$ cat config.mk
export PLATFORM = sky130hd
export DESIGN_NAME = random_equipartition_core_allocator_core
export DESIGN_NICKNAME = d
export VERILOG_FILES = /design/src/hw/rtl/reca_pkg.sv /design/src/hw/rtl/random_equipartition_core_allocator_core.sv /design/src/hw/rtl/reca_mod.sv /design/src/hw/rtl/reca_dp.sv /design/src/hw/rtl/reca_ctrl.sv
export SDC_FILE = /design/constraint.sdc
export NUM_CORES = 1
export LEC_CHECK = 0
export BUFFER_PORTS_ARGS = -buffer_cell sky130_fd_sc_hd__clkbuf_2
export CELL_PAD_IN_SITES_DETAIL_PLACEMENT = 0
export CELL_PAD_IN_SITES_GLOBAL_PLACEMENT = 1
export CORE_MARGIN = 2
export CORE_UTILIZATION = 41
export CTS_CLUSTER_DIAMETER = 120
export DETAILED_ROUTE_END_ITERATION = 8
export PLACE_DENSITY_LB_ADDON = 0.1
export RECOVER_POWER = 100
export SKIP_LAST_GASP = 1
export SLEW_MARGIN = 10
export SYNTH_ARGS = -nofsm -noshare
export SYNTH_HDL_FRONTEND = slang
export SYNTH_HIERARCHICAL = 1
export SYNTH_SLANG_ARGS = --single-unit
$ cat constraint.sdc
create_clock -name clk_i -period 21.1 [get_ports clk_i]
set_input_delay 2.11 -clock clk_i [delete_from_list [all_inputs] [get_ports clk_i]]
set_output_delay 2.11 -clock clk_i [all_outputs]
set_load 0.01 [all_outputs]
$ cat src/hw/rtl/reca_pkg.sv
// ----------------------------------------------------------------------------
// reca_pkg: shared types and constants of the random core allocator
// Default sizes, register indexes, operation codes, controller states and the
// command/status bundles between the controller and the datapath.
// ----------------------------------------------------------------------------
package reca_pkg;

  // Default sizing
  localparam int MAX_CORES_DEF  = 32;
  localparam int CONTAINERS_DEF = 16;

  // Core numbering: cores below FIRST_CORE are reserved
  localparam int FIRST_CORE = 2;
  localparam int MIN_CORES  = 3;

  // Configuration port
  localparam int CFG_IDX_W   = 1;
  localparam int CFG_DATA_W  = 32;
  localparam int CFG_CORES_W = 6;
  localparam logic [CFG_CORES_W-1:0] CORES_RESET = 6'd32;
  localparam logic [CFG_DATA_W-1:0]  SEED_RESET  = 32'd1;

  // Random generator: Galois LFSR, shift right
  localparam int               LFSR_W    = 32;
  localparam logic [LFSR_W-1:0] LFSR_MASK = 32'hD000_0001;

  // Remainder unit: dividend bits retired per cycle
  localparam int RADIX_BITS = 4;

  // Register indexes
  typedef enum logic [CFG_IDX_W-1:0] {
    CFG_CORES_IN_USE = 1'b0,
    CFG_RANDOM_SEED  = 1'b1
  } reca_cfg_e;

  // Operation codes
  typedef enum logic {
    OP_START = 1'b0,
    OP_EXIT  = 1'b1
  } reca_op_e;

  // Controller states
  typedef enum logic [2:0] {
    ST_IDLE,
    ST_SCAN,
    ST_READ,
    ST_DECIDE,
    ST_MOD,
    ST_WRITE
  } reca_state_e;

  // Controller -> datapath
  typedef struct packed {
    logic load;   // latch event, update running set
    logic scan;   // one step of the running-list build
    logic read;   // read owner of current core
    logic draw;   // advance LFSR, start remainder
    logic write;  // commit owner, emit result
  } reca_cmd_t;

  // Datapath -> controller
  typedef struct packed {
    logic scan_done;
    logic need_draw;
    logic mod_done;
    logic last_core;
  } reca_sts_t;

endpackage

$ cat src/hw/rtl/random_equipartition_core_allocator_core.sv
// ----------------------------------------------------------------------------
// random_equipartition_core_allocator_core: random core allocator, top level
// Start and exit events of job containers; after each event reports the
// owner of every managed core from core 2 upward.
// ----------------------------------------------------------------------------
//  channel  | signals                                      | handshake
//  ---------+----------------------------------------------+---------------------
//  event    | operation_i, container_i                     | start && !busy
//  result   | core_index_o, owner_o, status_o, last_o      | result_strobe_o
//  config   | cfg_index_i, cfg_data_i                      | cfg_valid_i/ready_o
//
//  One event first builds the list of running containers, then reads,
//  decides and writes each core in turn, with a random draw through the
//  iterative remainder unit (4 bits per cycle over the 32-bit draw) when
//  one is taken. A start event draws for every core, and busy stays up
//  until the last result has left the output register. An exit event
//  draws only for the cores it frees.
//  Reset sets every core unowned, nothing running, LFSR to the seed.
//  Results come one per strobe cycle; the receiver cannot stall them.
// ----------------------------------------------------------------------------
module random_equipartition_core_allocator_core
  import reca_pkg::*;
#(
  parameter int MAX_CORES  = MAX_CORES_DEF,
  parameter int CONTAINERS = CONTAINERS_DEF,
  localparam int CoreW = $clog2(MAX_CORES),
  localparam int CtrW  = (CONTAINERS > 1) ? $clog2(CONTAINERS) : 1,
  localparam int OwnW  = $clog2(CONTAINERS + 1)
) (
  input  logic                  clk_i,
  input  logic                  rst_ni,
  // configuration
  input  logic                  cfg_valid_i,
  output logic                  cfg_ready_o,
  input  logic [CFG_IDX_W-1:0]  cfg_index_i,
  input  logic [CFG_DATA_W-1:0] cfg_data_i,
  // event
  input  logic                  start,
  output logic                  busy,
  input  logic                  operation_i,
  input  logic [CtrW-1:0]       container_i,
  // results
  output logic                  result_strobe_o,
  output logic [CoreW-1:0]      core_index_o,
  output logic [OwnW-1:0]       owner_o,
  output logic                  status_o,
  output logic                  last_o
);

  reca_cmd_t cmd;
  reca_sts_t sts;
  logic      ctrl_busy;

  // Busy until the last result has left the output register
  assign busy        = ctrl_busy | result_strobe_o;
  assign cfg_ready_o = 1'b1;

  reca_ctrl u_ctrl (
    .clk_i    (clk_i),
    .rst_ni   (rst_ni),
    .accept_i (start && !busy),
    .sts_i    (sts),
    .cmd_o    (cmd),
    .busy_o   (ctrl_busy)
  );

  reca_dp #(
    .MAX_CORES  (MAX_CORES),
    .CONTAINERS (CONTAINERS)
  ) u_dp (
    .clk_i           (clk_i),
    .rst_ni          (rst_ni),
    .cfg_we_i        (cfg_valid_i && cfg_ready_o),
    .cfg_index_i     (cfg_index_i),
    .cfg_data_i      (cfg_data_i),
    .operation_i     (operation_i),
    .container_i     (container_i),
    .cmd_i           (cmd),
    .sts_o           (sts),
    .result_strobe_o (result_strobe_o),
    .core_index_o    (core_index_o),
    .owner_o         (owner_o),
    .status_o        (status_o),
    .last_o          (last_o)
  );

endmodule

$ cat src/hw/rtl/reca_mod.sv
// ----------------------------------------------------------------------------
// reca_mod: iterative remainder unit
// Computes a 32-bit dividend modulo a small divisor, RADIX_BITS dividend bits
// per cycle by restoring compare and subtract.
// ----------------------------------------------------------------------------
module reca_mod
  import reca_pkg::*;
#(
  parameter int DIV_W = 5
) (
  input  logic             clk_i,
  input  logic             rst_ni,
  input  logic             start_i,
  input  logic [LFSR_W-1:0] dividend_i,
  input  logic [DIV_W-1:0] divisor_i,
  output logic             done_o,
  output logic [DIV_W-1:0] rem_o
);

  localparam int STEPS  = LFSR_W / RADIX_BITS;
  localparam int STEP_W = (STEPS > 1) ? $clog2(STEPS) : 1;

  logic [LFSR_W-1:0] dvd_q, dvd_d;
  logic [DIV_W-1:0]  rem_q, rem_d;
  logic [DIV_W-1:0]  div_q;
  logic [STEP_W-1:0] step_q;
  logic              run_q;

  // One step: shift in RADIX_BITS dividend bits, reduce after each
  always_comb begin
    logic [DIV_W:0] t;
    rem_d = rem_q;
    dvd_d = dvd_q;
    for (int j = 0; j < RADIX_BITS; j++) begin
      t = {rem_d, dvd_d[LFSR_W-1]};
      dvd_d = {dvd_d[LFSR_W-2:0], 1'b0};
      if (t >= {1'b0, div_q}) begin
        t = t - {1'b0, div_q};
      end
      rem_d = t[DIV_W-1:0];
    end
  end

  // Control of the iteration
  always_ff @(posedge clk_i or negedge rst_ni) begin
    if (!rst_ni) begin
      run_q  <= 1'b0;
      step_q <= '0;
    end else if (start_i) begin
      run_q  <= 1'b1;
      step_q <= '0;
    end else if (run_q) begin
      step_q <= step_q + STEP_W'(1);
      if (step_q == STEP_W'(STEPS - 1)) begin
        run_q <= 1'b0;
      end
    end
  end

  // Operands and partial remainder
  always_ff @(posedge clk_i) begin
    if (start_i) begin
      dvd_q <= dividend_i;
      rem_q <= '0;
      div_q <= divisor_i;
    end else if (run_q) begin
      dvd_q <= dvd_d;
      rem_q <= rem_d;
    end
  end

  assign done_o = run_q && (step_q == STEP_W'(STEPS - 1));
  assign rem_o  = rem_q;

endmodule

$ cat src/hw/rtl/reca_dp.sv
// ----------------------------------------------------------------------------
// reca_dp: allocator datapath
// Holds configuration, LFSR, running set, the ordered list of running
// containers, the core owner memory and the result register.
// ----------------------------------------------------------------------------
module reca_dp
  import reca_pkg::*;
#(
  parameter int MAX_CORES  = MAX_CORES_DEF,
  parameter int CONTAINERS = CONTAINERS_DEF,
  localparam int CoreW = $clog2(MAX_CORES),
  localparam int CtrW  = (CONTAINERS > 1) ? $clog2(CONTAINERS) : 1,
  localparam int OwnW  = $clog2(CONTAINERS + 1)
) (
  input  logic                  clk_i,
  input  logic                  rst_ni,
  // configuration writes
  input  logic                  cfg_we_i,
  input  logic [CFG_IDX_W-1:0]  cfg_index_i,
  input  logic [CFG_DATA_W-1:0] cfg_data_i,
  // event
  input  logic                  operation_i,
  input  logic [CtrW-1:0]       container_i,
  // control
  input  reca_cmd_t             cmd_i,
  output reca_sts_t             sts_o,
  // results
  output logic                  result_strobe_o,
  output logic [CoreW-1:0]      core_index_o,
  output logic [OwnW-1:0]       owner_o,
  output logic                  status_o,
  output logic                  last_o
);

  localparam int NW   = $clog2(MAX_CORES + 1);
  localparam int CntW = OwnW;
  localparam logic [OwnW-1:0] NO_OWNER = OwnW'(CONTAINERS);

  // Configuration and generator
  logic [CFG_CORES_W-1:0] cores_q;
  logic [LFSR_W-1:0]      lfsr_q, lfsr_nxt;

  // Event context
  reca_op_e           op_q;
  logic [CtrW-1:0]    ctr_q;
  logic               ctr_ok_q;
  logic [NW-1:0]      n_q, n_d;
  logic [CONTAINERS-1:0] running_q;

  // Running-list build
  logic [CtrW-1:0]    scan_q;
  logic [CntW-1:0]    cnt_q;
  logic [CtrW-1:0]    list_q [CONTAINERS];

  // Core walk and owner memory
  logic [CoreW-1:0]   core_q;
  logic [OwnW-1:0]    owner_mem [MAX_CORES];
  logic [MAX_CORES-1:0] valid_q;
  logic [OwnW-1:0]    rd_own_q;
  logic               rd_vld_q;
  logic [OwnW-1:0]    own_cur, own_new;
  logic               hit, fail;

  // Remainder unit
  logic               mod_done;
  logic [CntW-1:0]    rem;

  // Output register
  logic               out_vld_q;
  logic [CoreW-1:0]   out_core_q;
  logic [OwnW-1:0]    out_own_q;
  logic               out_fail_q;
  logic               out_last_q;

  // Galois LFSR step
  assign lfsr_nxt = {1'b0, lfsr_q[LFSR_W-1:1]} ^ (lfsr_q[0] ? LFSR_MASK : '0);

  // Effective core count, clamped
  always_comb begin
    if (cores_q < CFG_CORES_W'(MIN_CORES)) begin
      n_d = NW'(MIN_CORES);
    end else if ({1'b0, cores_q} > (CFG_CORES_W + 1)'(MAX_CORES)) begin
      n_d = NW'(MAX_CORES);
    end else begin
      n_d = NW'(cores_q);
    end
  end

  // Config, LFSR; the user must write config only while idle (not enforced)
  always_ff @(posedge clk_i or negedge rst_ni) begin
    if (!rst_ni) begin
      cores_q <= CORES_RESET;
      lfsr_q  <= SEED_RESET;
    end else if (cfg_we_i) begin
      case (cfg_index_i)
        CFG_CORES_IN_USE: cores_q <= cfg_data_i[CFG_CORES_W-1:0];
        CFG_RANDOM_SEED:  lfsr_q  <= (cfg_data_i == '0) ? LFSR_W'(1) : cfg_data_i;
        default: ;
      endcase
    end else if (cmd_i.draw) begin
      lfsr_q <= lfsr_nxt;
    end
  end

  // Running set
  always_ff @(posedge clk_i or negedge rst_ni) begin
    if (!rst_ni) begin
      running_q <= '0;
    end else if (cmd_i.load && (CtrW'(container_i) < CtrW'(CONTAINERS) ||
                                CONTAINERS == (1 << CtrW))) begin
      running_q[container_i] <= (operation_i == OP_START);
    end
  end

  // Event context, list build and core counter
  always_ff @(posedge clk_i) begin
    if (cmd_i.load) begin
      op_q     <= reca_op_e'(operation_i);
      ctr_q    <= container_i;
      ctr_ok_q <= (CtrW'(container_i) < CtrW'(CONTAINERS)) ||
                  (CONTAINERS == (1 << CtrW));
      n_q      <= n_d;
      scan_q   <= '0;
      cnt_q    <= '0;
      core_q   <= CoreW'(FIRST_CORE);
    end else begin
      if (cmd_i.scan) begin
        scan_q <= scan_q + CtrW'(1);
        if (running_q[scan_q]) begin
          list_q[cnt_q[CtrW-1:0]] <= scan_q;
          cnt_q <= cnt_q + CntW'(1);
        end
      end
      if (cmd_i.write) begin
        core_q <= core_q + CoreW'(1);
      end
    end
  end

  // Owner memory, registered read
  always_ff @(posedge clk_i) begin
    if (cmd_i.read) begin
      rd_own_q <= owner_mem[core_q];
    end
    if (cmd_i.write) begin
      owner_mem[core_q] <= own_new;
    end
  end

  // Written flags; an unwritten core reads as unowned
  always_ff @(posedge clk_i or negedge rst_ni) begin
    if (!rst_ni) begin
      valid_q  <= '0;
      rd_vld_q <= 1'b0;
    end else begin
      if (cmd_i.read) begin
        rd_vld_q <= valid_q[core_q];
      end
      if (cmd_i.write) begin
        valid_q[core_q] <= 1'b1;
      end
    end
  end

  reca_mod #(
    .DIV_W (CntW)
  ) u_mod (
    .clk_i      (clk_i),
    .rst_ni     (rst_ni),
    .start_i    (cmd_i.draw),
    .dividend_i (lfsr_nxt),
    .divisor_i  (cnt_q),
    .done_o     (mod_done),
    .rem_o      (rem)
  );

  // Per-core decision
  assign own_cur = rd_vld_q ? rd_own_q : NO_OWNER;
  assign hit     = (own_cur == OwnW'(ctr_q));
  assign fail    = ctr_ok_q && (op_q == OP_EXIT) && hit && (cnt_q == '0);

  always_comb begin
    own_new = own_cur;
    if (ctr_ok_q) begin
      case (op_q)
        OP_START: begin
          if (rem == '0) begin
            own_new = OwnW'(ctr_q);
          end else if (hit) begin
            own_new = NO_OWNER;
          end
        end
        OP_EXIT: begin
          if (hit) begin
            own_new = (cnt_q == '0) ? NO_OWNER : OwnW'(list_q[rem[CtrW-1:0]]);
          end
        end
        default: own_new = own_cur;
      endcase
    end
  end

  // Status to controller
  assign sts_o.scan_done = (scan_q == CtrW'(CONTAINERS - 1));
  assign sts_o.need_draw = ctr_ok_q && ((op_q == OP_START) || (hit && (cnt_q != '0)));
  assign sts_o.mod_done  = mod_done;
  assign sts_o.last_core = ((NW'(core_q) + NW'(1)) == n_q);

  // Result register: one-cycle strobe
  always_ff @(posedge clk_i or negedge rst_ni) begin
    if (!rst_ni) begin
      out_vld_q <= 1'b0;
    end else begin
      out_vld_q <= cmd_i.write;
    end
  end

  always_ff @(posedge clk_i) begin
    if (cmd_i.write) begin
      out_core_q <= core_q;
      out_own_q  <= own_new;
      out_fail_q <= fail;
      out_last_q <= sts_o.last_core;
    end
  end

  assign result_strobe_o = out_vld_q;
  assign core_index_o    = out_core_q;
  assign owner_o         = out_own_q;
  assign status_o        = out_fail_q;
  assign last_o          = out_last_q;

endmodule

$ cat src/hw/rtl/reca_ctrl.sv
// ----------------------------------------------------------------------------
// reca_ctrl: allocator controller
// Sequences one event: running-list build, then read, optional draw and
// remainder, and write for every managed core.
// ----------------------------------------------------------------------------
module reca_ctrl
  import reca_pkg::*;
(
  input  logic      clk_i,
  input  logic      rst_ni,
  input  logic      accept_i,
  input  reca_sts_t sts_i,
  output reca_cmd_t cmd_o,
  output logic      busy_o
);

  reca_state_e state_q, state_d;

  // State register
  always_ff @(posedge clk_i or negedge rst_ni) begin
    if (!rst_ni) begin
      state_q <= ST_IDLE;
    end else begin
      state_q <= state_d;
    end
  end

  // Next state and commands
  always_comb begin
    state_d = state_q;
    cmd_o   = '0;
    busy_o  = 1'b1;
    case (state_q)
      ST_IDLE: begin
        busy_o = 1'b0;
        if (accept_i) begin
          cmd_o.load = 1'b1;
          state_d    = ST_SCAN;
        end
      end
      ST_SCAN: begin
        cmd_o.scan = 1'b1;
        if (sts_i.scan_done) begin
          state_d = ST_READ;
        end
      end
      ST_READ: begin
        cmd_o.read = 1'b1;
        state_d    = ST_DECIDE;
      end
      ST_DECIDE: begin
        if (sts_i.need_draw) begin
          cmd_o.draw = 1'b1;
          state_d    = ST_MOD;
        end else begin
          state_d = ST_WRITE;
        end
      end
      ST_MOD: begin
        if (sts_i.mod_done) begin
          state_d = ST_WRITE;
        end
      end
      ST_WRITE: begin
        cmd_o.write = 1'b1;
        state_d     = sts_i.last_core ? ST_IDLE : ST_READ;
      end
      default: state_d = ST_IDLE;
    endcase
  end

endmodule

---- Word level (Yosys, flattened, before mapping) ----
Memories as Yosys holds them, arrays and structs flattened. A register that Yosys moved wholly into a read port is not among the register bits.
Cells that the tools add are included.
operators by class
  muxes and demuxes ....................... 54
  equality and inequality tests ........... 13
  $add $sub $neg .......................... 9
  bitwise gates (word level) .............. 6
  order comparisons ....................... 11
  reduce and logical (&&, ||, !) cells .... 21
operator list
  kind                   count
  $mux W32               7
  $mux W5                9
  $logic_not A32 Y1      1
  $or A32 B32 Y32        1
  $xor A31 B32 Y32       1
  $ge A6 B5 Y1           4
  $mux W1                22
  $sub A5 B5 Y5          4
  $pmux W3 S6            1
  $bwmux W16             1
  $mux W3                5
  $add A5 B1 Y5 const B  2
  $logic_not A5 Y1       2
  $lt A4 B5 Y1 const B   2
  $pmux W5 S2            1
  $eq A3 B3 Y1 const B   3
  $mux W4                2
  $logic_and A1 B1 Y1    7
  $add A5 B1 Y6 const B  1
  $eq A3 B2 Y1 const B   2
  $eq A6 B6 Y1           1
  $gt A6 B6 Y1 const B   1
  $lt A5 B6 Y1 const B   1
  $lt A6 B2 Y1 const B   1
  other kinds (25)       32
word-level totals
  bits in registers ....................... 174
  logic and storage cells ................. 139
  memories kept ........................... 2
  input bits .............................. 42
  RAM bits ................................ 224
  output and inout bits ................... 15
memory list
  memory          depth  bits a word  rd ports  clocked after Yosys merged registers in  wr ports  line           RTL
  u_dp.owner_mem  32     5            1         1                                        1         reca_dp.sv:57  logic [OwnW-1:0] owner_mem [MAX_CORES];
  u_dp.list_q     16     4            1         1                                        1         reca_dp.sv:53  logic [CtrW-1:0] list_q [CONTAINERS];

---- Logic depth before layout (Yosys ltp) ----
  depth after elaboration ................. 10
  gate-level depth with buffers ........... 31
  depth with buffers taken out ............ 30

---- By module ----
Netlist, hierarchy kept.
modules (own cells, without submodules)
  module                                    cells an instance  area each (µm²)  times used  seq. area each (µm²)
  reca_dp                                   960                14848.0          1           10052.1
  reca_mod                                  230                2880.3           1           1311.3
  reca_ctrl                                 25                 205.2            1           75.1
  random_equipartition_core_allocator_core  4                  25.0             1           0.0

---- Worst setup path before layout ----
OpenSTA, ideal clock, no wires.
  path kind ............................... register -> register
  start ................................... register u_dp.u_mod.div_q[1]
  end ..................................... register u_dp.u_mod.rem_q[2] (netlist: u_dp/u_mod/rem_o[2])
  data required time ...................... 20.955 ns
  clock period less this slack ............ 6.922 ns
  arrival ................................. 6.776 ns
  library setup time ...................... 0.145 ns
  cell stages (with the launch flop) ...... 29
  path buffers ............................ 1
  setup slack ............................. 14.178 ns
  cell sequence ........................... edfxtp_1 > inv_1 > fa_1 > a21oi_1 > o22ai_2 > or3_1 > buf_6 > mux2_2 > ha_1 > a41o_1 > o22a_1 > a211oi_4 > mux2_2 > fa_1 > nand2b_1 > a21oi_1 > o22a_1 > a211oi_1 > mux2i_2 > mux2i_1 > fa_1 > a21o_1 > a21o_1 > a21o_1 > a21oi_1 > o41ai_1 > a221o_2 > nand4b_1 > o311ai_0
between the ends
  cells in the longest elaborated chain, start to end .. 8
  elaborated cells between the ends (all ways) .. 12
  classes of those cells .................. add/sub (4); order compare (4); mux (4)
RTL lines
  item                                                  line                            RTL
  start: declaration                                    reca_mod.sv:25                  logic [DIV_W-1:0] div_q;
  start signal: assignment                              reca_mod.sv:65                  div_q <= divisor_i;
  $sub A5 B5 Y5 / $ge A6 B5 Y1 (equally long branches)  reca_mod.sv:38, reca_mod.sv:37
  $mux W5                                               reca_mod.sv:37                  if (t >= {1'b0, div_q}) begin
  $sub A5 B5 Y5 / $ge A6 B5 Y1 (equally long branches)  reca_mod.sv:38, reca_mod.sv:37
  $mux W5                                               reca_mod.sv:37
  $sub A5 B5 Y5 / $ge A6 B5 Y1 (equally long branches)  reca_mod.sv:38, reca_mod.sv:37
  $mux W5                                               reca_mod.sv:37
  $ge A6 B5 Y1 / $sub A5 B5 Y5 (equally long branches)  reca_mod.sv:37, reca_mod.sv:38
  $mux W5 (*)                                           reca_mod.sv:37
  end signal: assignment                                reca_mod.sv:68                  rem_q <= rem_d;
  end: declaration                                      reca_mod.sv:24                  logic [DIV_W-1:0] rem_q, rem_d;
Every way passes the cells marked *; elsewhere a longest branch is shown, timed or not.
A chain may end at the register's enable or synchronous reset.

---- Worst setup path in the final report ----
  start ................................... register u_dp.u_mod.div_q[1]
  end ..................................... register u_dp.u_mod.rem_q[0] (netlist: u_dp/u_mod/rem_o[0])
between the ends
  cells in the longest elaborated chain, start to end .. 8
  elaborated cells between the ends (all ways) .. 11
  classes of those cells .................. add/sub (3); order compare (4); mux (4)
RTL lines
  item                                                  line
  $sub A5 B5 Y5 / $ge A6 B5 Y1 (equally long branches)  reca_mod.sv:38, reca_mod.sv:37
  $mux W5                                               reca_mod.sv:37
  $sub A5 B5 Y5 / $ge A6 B5 Y1 (equally long branches)  reca_mod.sv:38, reca_mod.sv:37
  $mux W5                                               reca_mod.sv:37
  $sub A5 B5 Y5 / $ge A6 B5 Y1 (equally long branches)  reca_mod.sv:38, reca_mod.sv:37
  $mux W5                                               reca_mod.sv:37
  $ge A6 B5 Y1 (*)                                      reca_mod.sv:37
  $mux W5 (*)                                           reca_mod.sv:37
Marks and branches as above.

==> run_results.csv <==
group,metric,value,unit
die,die_w,213,um
synth,ys_seq_elements,403,
die,die_h,213,um
power_and_ir_drop,powerDensity,155,mW/mm2
placement,place_congestion,0.833,
critical_path,cp.arrival,9.22,ns
detailed_routing,finalWirelength,41200,um
detailed_routing,wl_per_cell,21.7,um
clock_tree,cts_num_sinks,403,
critical_path,critPathKind,"flip-flop to flip-flop",
die,start_util,41.6,%
clock_tree,holdBufCountCts,0,
job,maxCapViolCount,13,
die,num_rows,76,
power_and_ir_drop,p_leak,7.39,nW
detailed_routing,drtPass1Iterations,5,
synth,yosys.cell_types.count,77,
finish,areaGrowthSynthToFinish,12.6,%
critical_path,endpoint_kind,"flip-flop",
synth,synth_warnings,6,
detailed_routing,drt_first_iter_violations,755,
timing,setup_viol,0,
timing,tns,0,ns
clock_tree,root_buffer,"clkbuf_16",
power_and_ir_drop,power,3.14,mW
timing,fin_skew,0.0256,ns
power_and_ir_drop,peakVddDrop,128,uV
clock_tree,clk_path_buf_depth,3,
timing,rsz0062_at_grt,"no",
clock_tree,cts_tree,"yes",
critical_path,start_kind,"flip-flop",
global_routing,grt_overflow,0,
timing,fmax,0.112,GHz
finish,final_cell_mix,"edfxtp_1, dfrtp_1, nor2_1",
critical_path,crit_buf_inv,1,
placement,dpl.hpwl,26700,um
clock_tree,insertion_delay,0.58,ns
outcome,status,"complete, but fails checks",
detailed_routing,dr_total_vias,10200,
synth,synth_area_per_cell,14.7,um2
clock_tree,path_clk_slew,0.06,ns
clock_tree,post_cts_buffers,0,
finish,drive_above_1_share,19.5,%
synth,synthFlopType,"edfxtp_1",
critical_path,crit_required,21.43,ns
die,die_area,0.0455,mm2
global_routing,grt_pass1_vias,10300,
finish,final_common_cell,"edfxtp_1",
timing,period_minus_slack,8.89,ns
detailed_routing,route.detailed.drc,0,
timing,hold_viol_final,0,
finish,final_util,46.8,%
detailed_routing,routed_via_density,5.38,
critical_path,cp_top_family,"compound AO/OA/AOI/OAI gates",
global_routing,grt_max_degree,65,
synth,syn-instance-count,1219,
clock_tree,htree_levels,2,
critical_path,max_stage_delay,0.87,ns
timing,worst_pin_slew,3.86,ns
global_routing,antenna_found_initial,2,
synth,synth.largest_area_cell,"edfxtp_1",
global_routing,grt_pass1_wl,63800,um
outcome,violations,"capacitance limit, slew limit",
synth,synth_nets,1296,
critical_path,cp_max_fo,8,
synth,async_flop_share,23.6,%
synth,synth.top_cell.area_share,48.3,%
clock_tree,cts_repair_resize_count,0,
detailed_routing,ant_nets,0,
synth,ys_seq_area_share,63.7,%
critical_path,critPathSlowestCell,"a211oi_1",
min_path,min_path_type,"flip-flop to flip-flop",
finish,fin_nets,1350,
clock_tree,cts_buffers,46,
placement,io_buffers,55,
finish,n_antenna_cell,0,
synth,synth_edf_count,289,
die,core_area,0.0432,mm2
synth,synthTopCellsByArea,"edfxtp_1, dfrtp_1, mux4_2",
timing,slew_headroom,-157,%
timing,finalCritPeriodShare,42.1,%
synth,netlist_area,0.0180,mm2
die,ioPinCount,57,
global_routing,grt.total_usage,18.8,%
timing,slew_violations,525,
==> layer usage <==
layer	share of wire, %	GRT usage, %	up-vias
met5	0.032	0	-
met4	1.6	4.86	2
met3	5.2	3.34	54
met2	47	29.0	218
met1	46	27.5	5146
li1	-	-	4776
==> cells in the mapped netlist, drive strengths merged, types with 31 or more instances <==
library cell / count
mux2: 48
dfrtp: 93
inv: 32
ha: 31
mux4: 60
nor2: 81
edfxtp: 289
clkbuf: 37
nand2: 66
or2: 34
o21ai: 42
mux2i: 59
==> power by group <==
group / internal (mW) / switching [mW] / leakage [nW]
Sequential: 1.04 / 0.105 / 4.02
Clock: 0.521 / 0.324 / 0.787
Combinational: 0.492 / 0.657 / 2.58
Total: 2.05 / 1.08 / 7.39
==> layout make-up <==
type                    instances  area, um2
clock inverters                21        307
flip-flops and latches        403      11400
clock buffers                  65       1310
multi-input cells             717       5990
fillers                      3871      22900
repair buffers                 72        319
inverters                      33        124
well taps                     585        732
==> flip-flops by register name, indices dropped and copies added (netlist names), 6 cells and up <==
register and flops:
u_dp/cores_q 6, u_dp/list_q 64, u_dp/n_q 6, u_dp/owner_mem 160
u_dp/u_mod/dvd_q 32, u_dp/lfsr_q 32, u_dp/running_q 16, u_dp/valid_q 32
==> cells by family (layout without fill, tap and decap cells) <==
group / count (synthesis) / after routing / share of synthesized area, %
mux: 167 / 167 / 13.8
compound gates: 160 / 160 / 6.10
other cells: 1 / 1 / 0.0209
simple gates: 324 / 324 / 9.80
xor+xnor: 30 / 30 / 1.46
buf+inv: 99 / 191 / 2.47
fa+ha+maj: 35 / 35 / 2.61
flops: 403 / 403 / 63.7
==> stage by stage <==
step | hold slack, ns | cell area, um2 | setup WS, ns | cells
after floorplan | 0.406 | 18000 | 14.18 | 1219
after global placement | 0.417 | 18800 | 13.47 | 1810
after CTS | 0.446 | 20400 | 13.27 | 1896
after detailed placement | 0.428 | 18800 | 13.29 | 1810
final | 0.434 | 20200 | 12.21 | 1896
after global routing | 0.459 | 20200 | 11.60 | 1896
==> worst paths after layout <==
kind | slack [ns] | endpoint | depth (start not counted) | startpoint
min in group asynchronous | 2.42 | u_dp/lfsr_q[13] | 1 | rst_ni
max | 12.21 | u_dp/u_mod/rem_o[0] | 27 | u_dp/u_mod/div_q[1]
max in group asynchronous | 14.75 | u_dp/running_q[0] | 2 | rst_ni
min | 0.43 | u_dp/list_q[9][2] | 0 | u_dp/scan_q[2]
min reg2reg | 0.43 | u_dp/list_q[9][2] | 0 | u_dp/scan_q[2]
max reg2reg | 12.21 | u_dp/u_mod/rem_o[0] | 27 | u_dp/u_mod/div_q[1]
(Power assumes the default switching activity.)
